$ cat src/hdl/wnwt_pkg.sv
package wnwt_pkg;

    localparam int COORD_W = 24;
    localparam int MAG_W   = 24;
    localparam int SQ_W    = 48;
    localparam int DIST_W  = 50;
    localparam int CNT_IN_W = 11;
    localparam int IDX_OUT_W = 10;

    localparam logic [DIST_W-1:0] FAR_THRESHOLD_SQ = DIST_W'(250000);

    typedef enum logic [1:0] {
        REQ_WRITE   = 2'd0,
        REQ_QUERY   = 2'd1,
        REQ_RESTART = 2'd2,
        REQ_NONE    = 2'd3
    } req_t;

    typedef struct packed {
        logic wr_en;
        logic load_loc;
        logic issue;
        logic init;
    } cmd_t;

    typedef struct packed {
        logic pipe_busy;
        logic far;
    } sts_t;

endpackage

$ cat src/hdl/wnwt_ctrl.sv
module wnwt_ctrl
    import wnwt_pkg::*;
#(
    parameter int MAX_POINTS  = 1024,
    parameter int BACK_RADIUS = 2,
    parameter int FWD_RADIUS  = 12,
    localparam int IDX_W = $clog2(MAX_POINTS),
    localparam int CNT_W = $clog2(MAX_POINTS + 1),
    localparam int SUM_W = $clog2(MAX_POINTS + FWD_RADIUS + BACK_RADIUS + 1)
)
(
    input  logic                     clk,
    input  logic                     rst_n,
    input  logic                     start,
    input  logic [1:0]               req_type,
    output logic                     busy,
    input  logic                     cfg_valid,
    input  logic [CNT_IN_W-1:0]      cfg_data,
    output cmd_t                     cmd,
    output logic [IDX_W-1:0]         rd_addr,
    input  sts_t                     sts,
    input  logic [IDX_W-1:0]         best_idx,
    input  logic [DIST_W-1:0]        best_d,
    output logic                     result_valid,
    output logic [IDX_OUT_W-1:0]     nearest_index,
    output logic [DIST_W-1:0]        nearest_dist_sq,
    output logic                     used_full_scan
);

    typedef enum logic [2:0] {
        ST_IDLE,
        ST_WIN_FIRST,
        ST_WIN,
        ST_WIN_DRAIN,
        ST_SCAN,
        ST_SCAN_DRAIN
    } state_t;

    state_t                 state_reg;
    logic [IDX_W-1:0]       tracked_reg;
    logic [CNT_IN_W-1:0]    count_reg;
    logic [IDX_W-1:0]       t_reg;
    logic [IDX_W-1:0]       addr_reg;
    logic [IDX_W-1:0]       hi_reg;
    logic [IDX_W-1:0]       last_reg;
    logic                   full_reg;
    logic                   result_valid_reg;
    logic [IDX_OUT_W-1:0]   nearest_index_reg;
    logic [DIST_W-1:0]      nearest_dist_sq_reg;
    logic                   used_full_scan_reg;

    logic                   accept;
    req_t                   req;
    logic [CNT_W-1:0]       n_c;
    logic [CNT_W-1:0]       n_m1_c;
    logic [IDX_W-1:0]       t_c;
    logic [SUM_W-1:0]       t_s;
    logic [SUM_W-1:0]       lo_s;
    logic [SUM_W-1:0]       hi_s;
    logic [SUM_W-1:0]       last_s;
    logic                   finish;

    assign req    = req_t'(req_type);
    assign accept = start && (state_reg == ST_IDLE);
    assign busy   = state_reg != ST_IDLE;

    always_comb
    begin
        // used count clamped to the table size
        if (32'(count_reg) > 32'(MAX_POINTS))
        begin
            n_c = CNT_W'(MAX_POINTS);
        end
        else
        begin
            n_c = CNT_W'(count_reg);
        end
        n_m1_c = n_c - 1'b1;
        if (CNT_W'(tracked_reg) > n_m1_c)
        begin
            t_c = IDX_W'(n_m1_c);
        end
        else
        begin
            t_c = tracked_reg;
        end

        t_s    = SUM_W'(t_reg);
        last_s = SUM_W'(last_reg);
        if (t_s > SUM_W'(BACK_RADIUS))
        begin
            lo_s = t_s - SUM_W'(BACK_RADIUS);
        end
        else
        begin
            lo_s = '0;
        end
        hi_s = t_s + SUM_W'(FWD_RADIUS);
        if (hi_s > last_s)
        begin
            hi_s = last_s;
        end
    end

    always_comb
    begin
        cmd.wr_en    = accept && (req == REQ_WRITE);
        cmd.load_loc = accept && (req == REQ_QUERY);
        cmd.issue    = (state_reg == ST_WIN_FIRST) || (state_reg == ST_WIN)
                       || (state_reg == ST_SCAN);
        cmd.init     = state_reg == ST_WIN_FIRST;
        rd_addr      = (state_reg == ST_WIN_FIRST) ? t_reg : addr_reg;
    end

    assign finish = ((state_reg == ST_WIN_DRAIN) && !sts.pipe_busy && !sts.far)
                    || ((state_reg == ST_SCAN_DRAIN) && !sts.pipe_busy);

    always_ff @(posedge clk or negedge rst_n)
    begin
        if (!rst_n)
        begin
            state_reg           <= ST_IDLE;
            tracked_reg         <= '0;
            count_reg           <= '0;
            t_reg               <= '0;
            addr_reg            <= '0;
            hi_reg              <= '0;
            last_reg            <= '0;
            full_reg            <= 1'b0;
            result_valid_reg    <= 1'b0;
            nearest_index_reg   <= '0;
            nearest_dist_sq_reg <= '0;
            used_full_scan_reg  <= 1'b0;
        end
        else
        begin
            result_valid_reg <= 1'b0;
            if (cfg_valid)
            begin
                count_reg <= cfg_data;
            end
            if (finish)
            begin
                result_valid_reg    <= 1'b1;
                nearest_index_reg   <= IDX_OUT_W'(best_idx);
                nearest_dist_sq_reg <= best_d;
                used_full_scan_reg  <= full_reg;
                tracked_reg         <= best_idx;
            end

            unique case (state_reg)
                ST_IDLE:
                begin
                    if (accept)
                    begin
                        unique case (req)
                            REQ_QUERY:
                            begin
                                full_reg <= 1'b0;
                                if (n_c == '0)
                                begin
                                    result_valid_reg    <= 1'b1;
                                    nearest_index_reg   <= '0;
                                    nearest_dist_sq_reg <= '0;
                                    used_full_scan_reg  <= 1'b0;
                                end
                                else
                                begin
                                    t_reg     <= t_c;
                                    last_reg  <= IDX_W'(n_m1_c);
                                    state_reg <= ST_WIN_FIRST;
                                end
                            end
                            REQ_RESTART:
                            begin
                                tracked_reg <= '0;
                            end
                            REQ_WRITE, REQ_NONE:
                            begin
                            end
                            default:
                            begin
                            end
                        endcase
                    end
                end
                ST_WIN_FIRST:
                begin
                    addr_reg  <= IDX_W'(lo_s);
                    hi_reg    <= IDX_W'(hi_s);
                    state_reg <= ST_WIN;
                end
                ST_WIN:
                begin
                    if (addr_reg == hi_reg)
                    begin
                        state_reg <= ST_WIN_DRAIN;
                    end
                    else
                    begin
                        addr_reg <= addr_reg + 1'b1;
                    end
                end
                ST_WIN_DRAIN:
                begin
                    if (!sts.pipe_busy)
                    begin
                        if (sts.far)
                        begin
                            full_reg  <= 1'b1;
                            addr_reg  <= t_reg;
                            state_reg <= ST_SCAN;
                        end
                        else
                        begin
                            state_reg <= ST_IDLE;
                        end
                    end
                end
                ST_SCAN:
                begin
                    if (addr_reg == last_reg)
                    begin
                        state_reg <= ST_SCAN_DRAIN;
                    end
                    else
                    begin
                        addr_reg <= addr_reg + 1'b1;
                    end
                end
                ST_SCAN_DRAIN:
                begin
                    if (!sts.pipe_busy)
                    begin
                        state_reg <= ST_IDLE;
                    end
                end
                default:
                begin
                    state_reg <= ST_IDLE;
                end
            endcase
        end
    end

    assign result_valid    = result_valid_reg;
    assign nearest_index   = nearest_index_reg;
    assign nearest_dist_sq = nearest_dist_sq_reg;
    assign used_full_scan  = used_full_scan_reg;

    a_win_in_range: assert property (@(posedge clk) disable iff (!rst_n)
        (state_reg == ST_WIN) |-> (addr_reg <= hi_reg))
        else $error("window address past its end");

    a_scan_in_range: assert property (@(posedge clk) disable iff (!rst_n)
        (state_reg == ST_SCAN) |-> (full_reg && (addr_reg <= last_reg)))
        else $error("scan address past last point or flag clear");

    a_track_clamped: assert property (@(posedge clk) disable iff (!rst_n)
        (state_reg != ST_IDLE) |-> (t_reg <= last_reg))
        else $error("tracked index not clamped");

    a_result_after_work: assert property (@(posedge clk) disable iff (!rst_n)
        $rose(result_valid_reg) && ($past(state_reg) != ST_IDLE)
        |-> ($past(sts.pipe_busy) == 1'b0))
        else $error("result taken before pipeline drained");

endmodule
$ cat config.mk
export PLATFORM = sky130hd
export DESIGN_NAME = wnwt_ctrl
export DESIGN_NICKNAME = d
export VERILOG_FILES = /design/src/hdl/wnwt_pkg.sv /design/src/hdl/wnwt_ctrl.sv
export SDC_FILE = /design/constraint.sdc
export NUM_CORES = 1
export LEC_CHECK = 0
export BUFFER_PORTS_ARGS = -buffer_cell sky130_fd_sc_hd__buf_2
export CORE_UTILIZATION = 35
export DETAILED_ROUTE_END_ITERATION = 8
export HOLD_SLACK_MARGIN = 0.12
export PLACE_DENSITY = 0.56
export SETUP_SLACK_MARGIN = 0.3
export SYNTH_ARGS = -nofsm -noshare
export SYNTH_HDL_FRONTEND = slang
export SYNTH_SLANG_ARGS = --single-unit
$ cat constraint.sdc
create_clock -name clk -period 3.7 [get_ports clk]
set_input_delay 0.74 -clock clk [delete_from_list [all_inputs] [get_ports clk]]
set_output_delay 0.74 -clock clk [all_outputs]
set_load 0.005 [all_outputs]
==> results.py <==
metrics = {
    "power": {
        "p_comb_frac": 0.414,
        "power_frac_clock": 0.230,
        "p_switching_uw": 2760,
        "netSwitchingFraction": 0.390,
        "ir_drop_v": 0.000398,
        "pwr-share-seq": 0.356,
        "power.density_nw_per_um2": 822,
        "internal_power_uw": 4320,
        "p_leak_uw": 0.00413,
    },
    "layout": {
        "drive_above_1_share": 0.269,
        "utilization": 0.456,
        "fillers": 1928,
        "post_layout_nonfiller_instances": 1201,
        "areaGrowthSynthToFinish_pct": 26.6,
        "layout.nets": 1031,
        "largest_reg_flops": 50,
    },
    "placed_design": {
        "dp.final_hpwl_um": 13800,
        "gp_congestion": 0.901,
        "io_buffers": 155,
        "placedCellCount": 1163,
        "dp_slack_ns": 0.211,
    },
    "clock_tree": {
        "clk_path_buf_depth": 2,
        "clock_latency_ns": 0.42,
        "hold_buffers": 0,
        "ctsHtreeMaxLevel": 4,
        "cts_tree": "done",
        "cts.clk_slew.worst_paths_ns": 0.06,
        "root_buffer": "clkbuf_16",
        "cts.sinks": 127,
        "cts_buffers": 17,
    },
    "global_routing": {
        "grt_pass1_wl_um": 31300,
        "track_usage": 0.201,
        "grt_pass1_vias": 6010,
        "gr-total-overflow": 0,
        "grt_max_degree": 69,
        "antenna_found_initial": 1,
    },
    "timing": {
        "hold_viol": 0,
        "fin_crit_sh": 0.890,
        "max_freq_ghz": 0.304,
        "worst_pin_slew_ns": 1.03,
        "slew_violations": 0,
        "whs_ns": 0.327,
        "finClkSkew_ns": 0.0105,
        "period_needed_ns": 3.29,
        "tns_ns": 0,
        "setup_ws_ns": 0.406,
        "relSlewSlack": 0.311,
        "rsz0062_at_grt": "false",
        "finalSetupViolations": 0,
    },
    "outcome": {
        "status": "completed",
    },
    "logic_synthesis": {
        "synth_nets": 882,
        "yosysMostFrequentCell": "nand2_1",
        "synth_common_cells": "214 x nand2_1, 127 x dfrtp_1, 74 x a21oi_1",
        "synth_top_area_frac": 0.467,
        "async_flop_share": 1.00,
        "synth_area_leaders": "dfrtp_1 47%, nand2_1 12%, a21oi_1 5.4%, ha_1 4.6%, xnor2_1 3.1%",
        "yosys_warnings": 0,
        "ys_seq_area_frac": 0.467,
        "syn_area_per_cell_um2": 8.74,
        "synth-edff-count": 0,
        "synth_top_area_cell": "dfrtp_1",
        "synth.distinct_cells": 58,
        "synth.cell_area_um2": 6800,
        "synthCells": 778,
        "ys_ff_latch": 127,
        "synthFlopType": "dfrtp_1",
    },
    "routing": {
        "drc_errors": 0,
        "drtAntennaViolNets": 0,
        "routed_via_density": 4.97,
        "vias": 5968,
        "dr.pass1.iters": 5,
        "drt-initial-drc-count": 271,
        "wl_um": 19200,
        "post_drt_wl_per_cell_um": 16.0,
    },
    "floorplanning": {
        "die_w_um": 141,
        "rows": 50,
        "start_util": 0.360,
        "die-area_um2": 20000,
        "pin_count": 156,
        "die_h_um": 141,
        "core_area_um2": 18900,
    },
    "worst_setup_path": {
        "crit_required_ns": 4.00,
        "crit_path_end_kind": "register",
        "critPathMaxFanout": 8,
        "worstSetupStartpointType": "register",
        "path_class": "reg2reg",
        "arrival_ns": 3.59,
    },
    "job": {
        "max_cap_violations": 0,
    },
    "worst_hold_path": {
        "hp-class": "in2async",
    },
}
[worst max-delay path: stages (launching register included)]
cell,delay [ns]
dfrtp_2,0.44
or4_4,0.56
nor3_1,0.18
mux2_2,0.36
o22ai_2,0.20
ha_4,0.24
nand2_2,0.08
nor4_2,0.07
or3b_1,0.39
a21oi_4,0.27
nor3b_1,0.10
a221o_1,0.27
[power by group through the flow]
stage / sequential [uW] / combinational [uW] / clock, uW
2_1_floorplan: 2310 / 2000 / 0
3_3_place_gp: 2520 / 2860 / 0
3_5_place_dp: 2530 / 2880 / 0
4_1_cts: 2510 / 2910 / 1660
5_1_grt: 2610 / 3340 / 1730
6_report: 2520 / 2930 / 1630
[placed cells by master, fill, tap and decap left out, types with 15 or more instances in the layout]
cell type  instances
a21oi_1           73
buf_2            154
buf_4             21
clkbuf_16         17
dfrtp_1          126
ha_1              22
inv_1             25
mux2_2            17
nand2_1          212
nor2_1            35
o21ai_0           39
xnor2_1           24
xor2_1            15
[cell type report]
| type | count | area [um2] | share of cell area |
|---|---|---|---|
| Clock buffer | 22 | 474 | 0.0551 |
| Antenna cell | 1 | 2.50 | 0.000291 |
| Multi-Input combinational cell | 579 | 3480 | 0.404 |
| Inverter | 25 | 93.8 | 0.0109 |
| Sequential cell | 127 | 3180 | 0.369 |
| Clock inverter | 10 | 103 | 0.0119 |
| Tap cell | 260 | 325 | 0.0378 |
| Timing Repair Buffer | 177 | 951 | 0.110 |
[logic make-up (layout without fill, tap and decap cells)]
group                    Yosys count  count (layout)  share of synthesized area
XOR/XNOR                          39              39                     0.0502
other                              0               1                          0
flip-flops                       127             127                      0.467
AND/OR/NAND/NOR                  322             322                      0.206
multiplexers                      25              25                     0.0399
AO/OA/AOI/OAI                    168             168                      0.149
adder cells (fa/ha/maj)           25              25                     0.0460
buffers and inverters             72             234                     0.0419
[worst paths after layout]
path | startpoint | endpoint | slack (ns) | cells after the start
worst max-delay path | count_reg[4] | t_reg[4] | 0.41 | 11
worst min-delay path | rst_n | addr_reg[0] | 0.33 | 1
worst max register to register | count_reg[4] | t_reg[4] | 0.41 | 11
worst min register to register | nearest_index[5] | nearest_index[5] | 0.47 | 2
max in group asynchronous | rst_n | count_reg[4] | 2.55 | 2
min in group clk | nearest_index[5] | nearest_index[5] | 0.47 | 2
[timing repair]
| item | in CTS | in global routing |
|---|---|---|
| setup buffers | 0 | 5 |
| pin swaps | 2 | 3 |
| gates resized for setup | 6 | 15 |
| setup endpoints to repair | 7 | 10 |
[metal layers]
layer / GRT usage / part of all wire / routed length (um)
met1: 0.253 / 0.44 / 8480
met2: 0.325 / 0.48 / 9130
met3: 0.0651 / 0.061 / 1180
met4: 0.0679 / 0.019 / 364
met5: 0 / 0.00089 / 17
[metrics by stage]
stage	total power, uW	instance area, um2
global placement	5380	7870
CTS	7080	8480
floorplan	4320	6810
global route	7680	8610
finish	7070	8610
detailed placement	5410	7870
No activity file was read; power rests on OpenSTA's default activity.
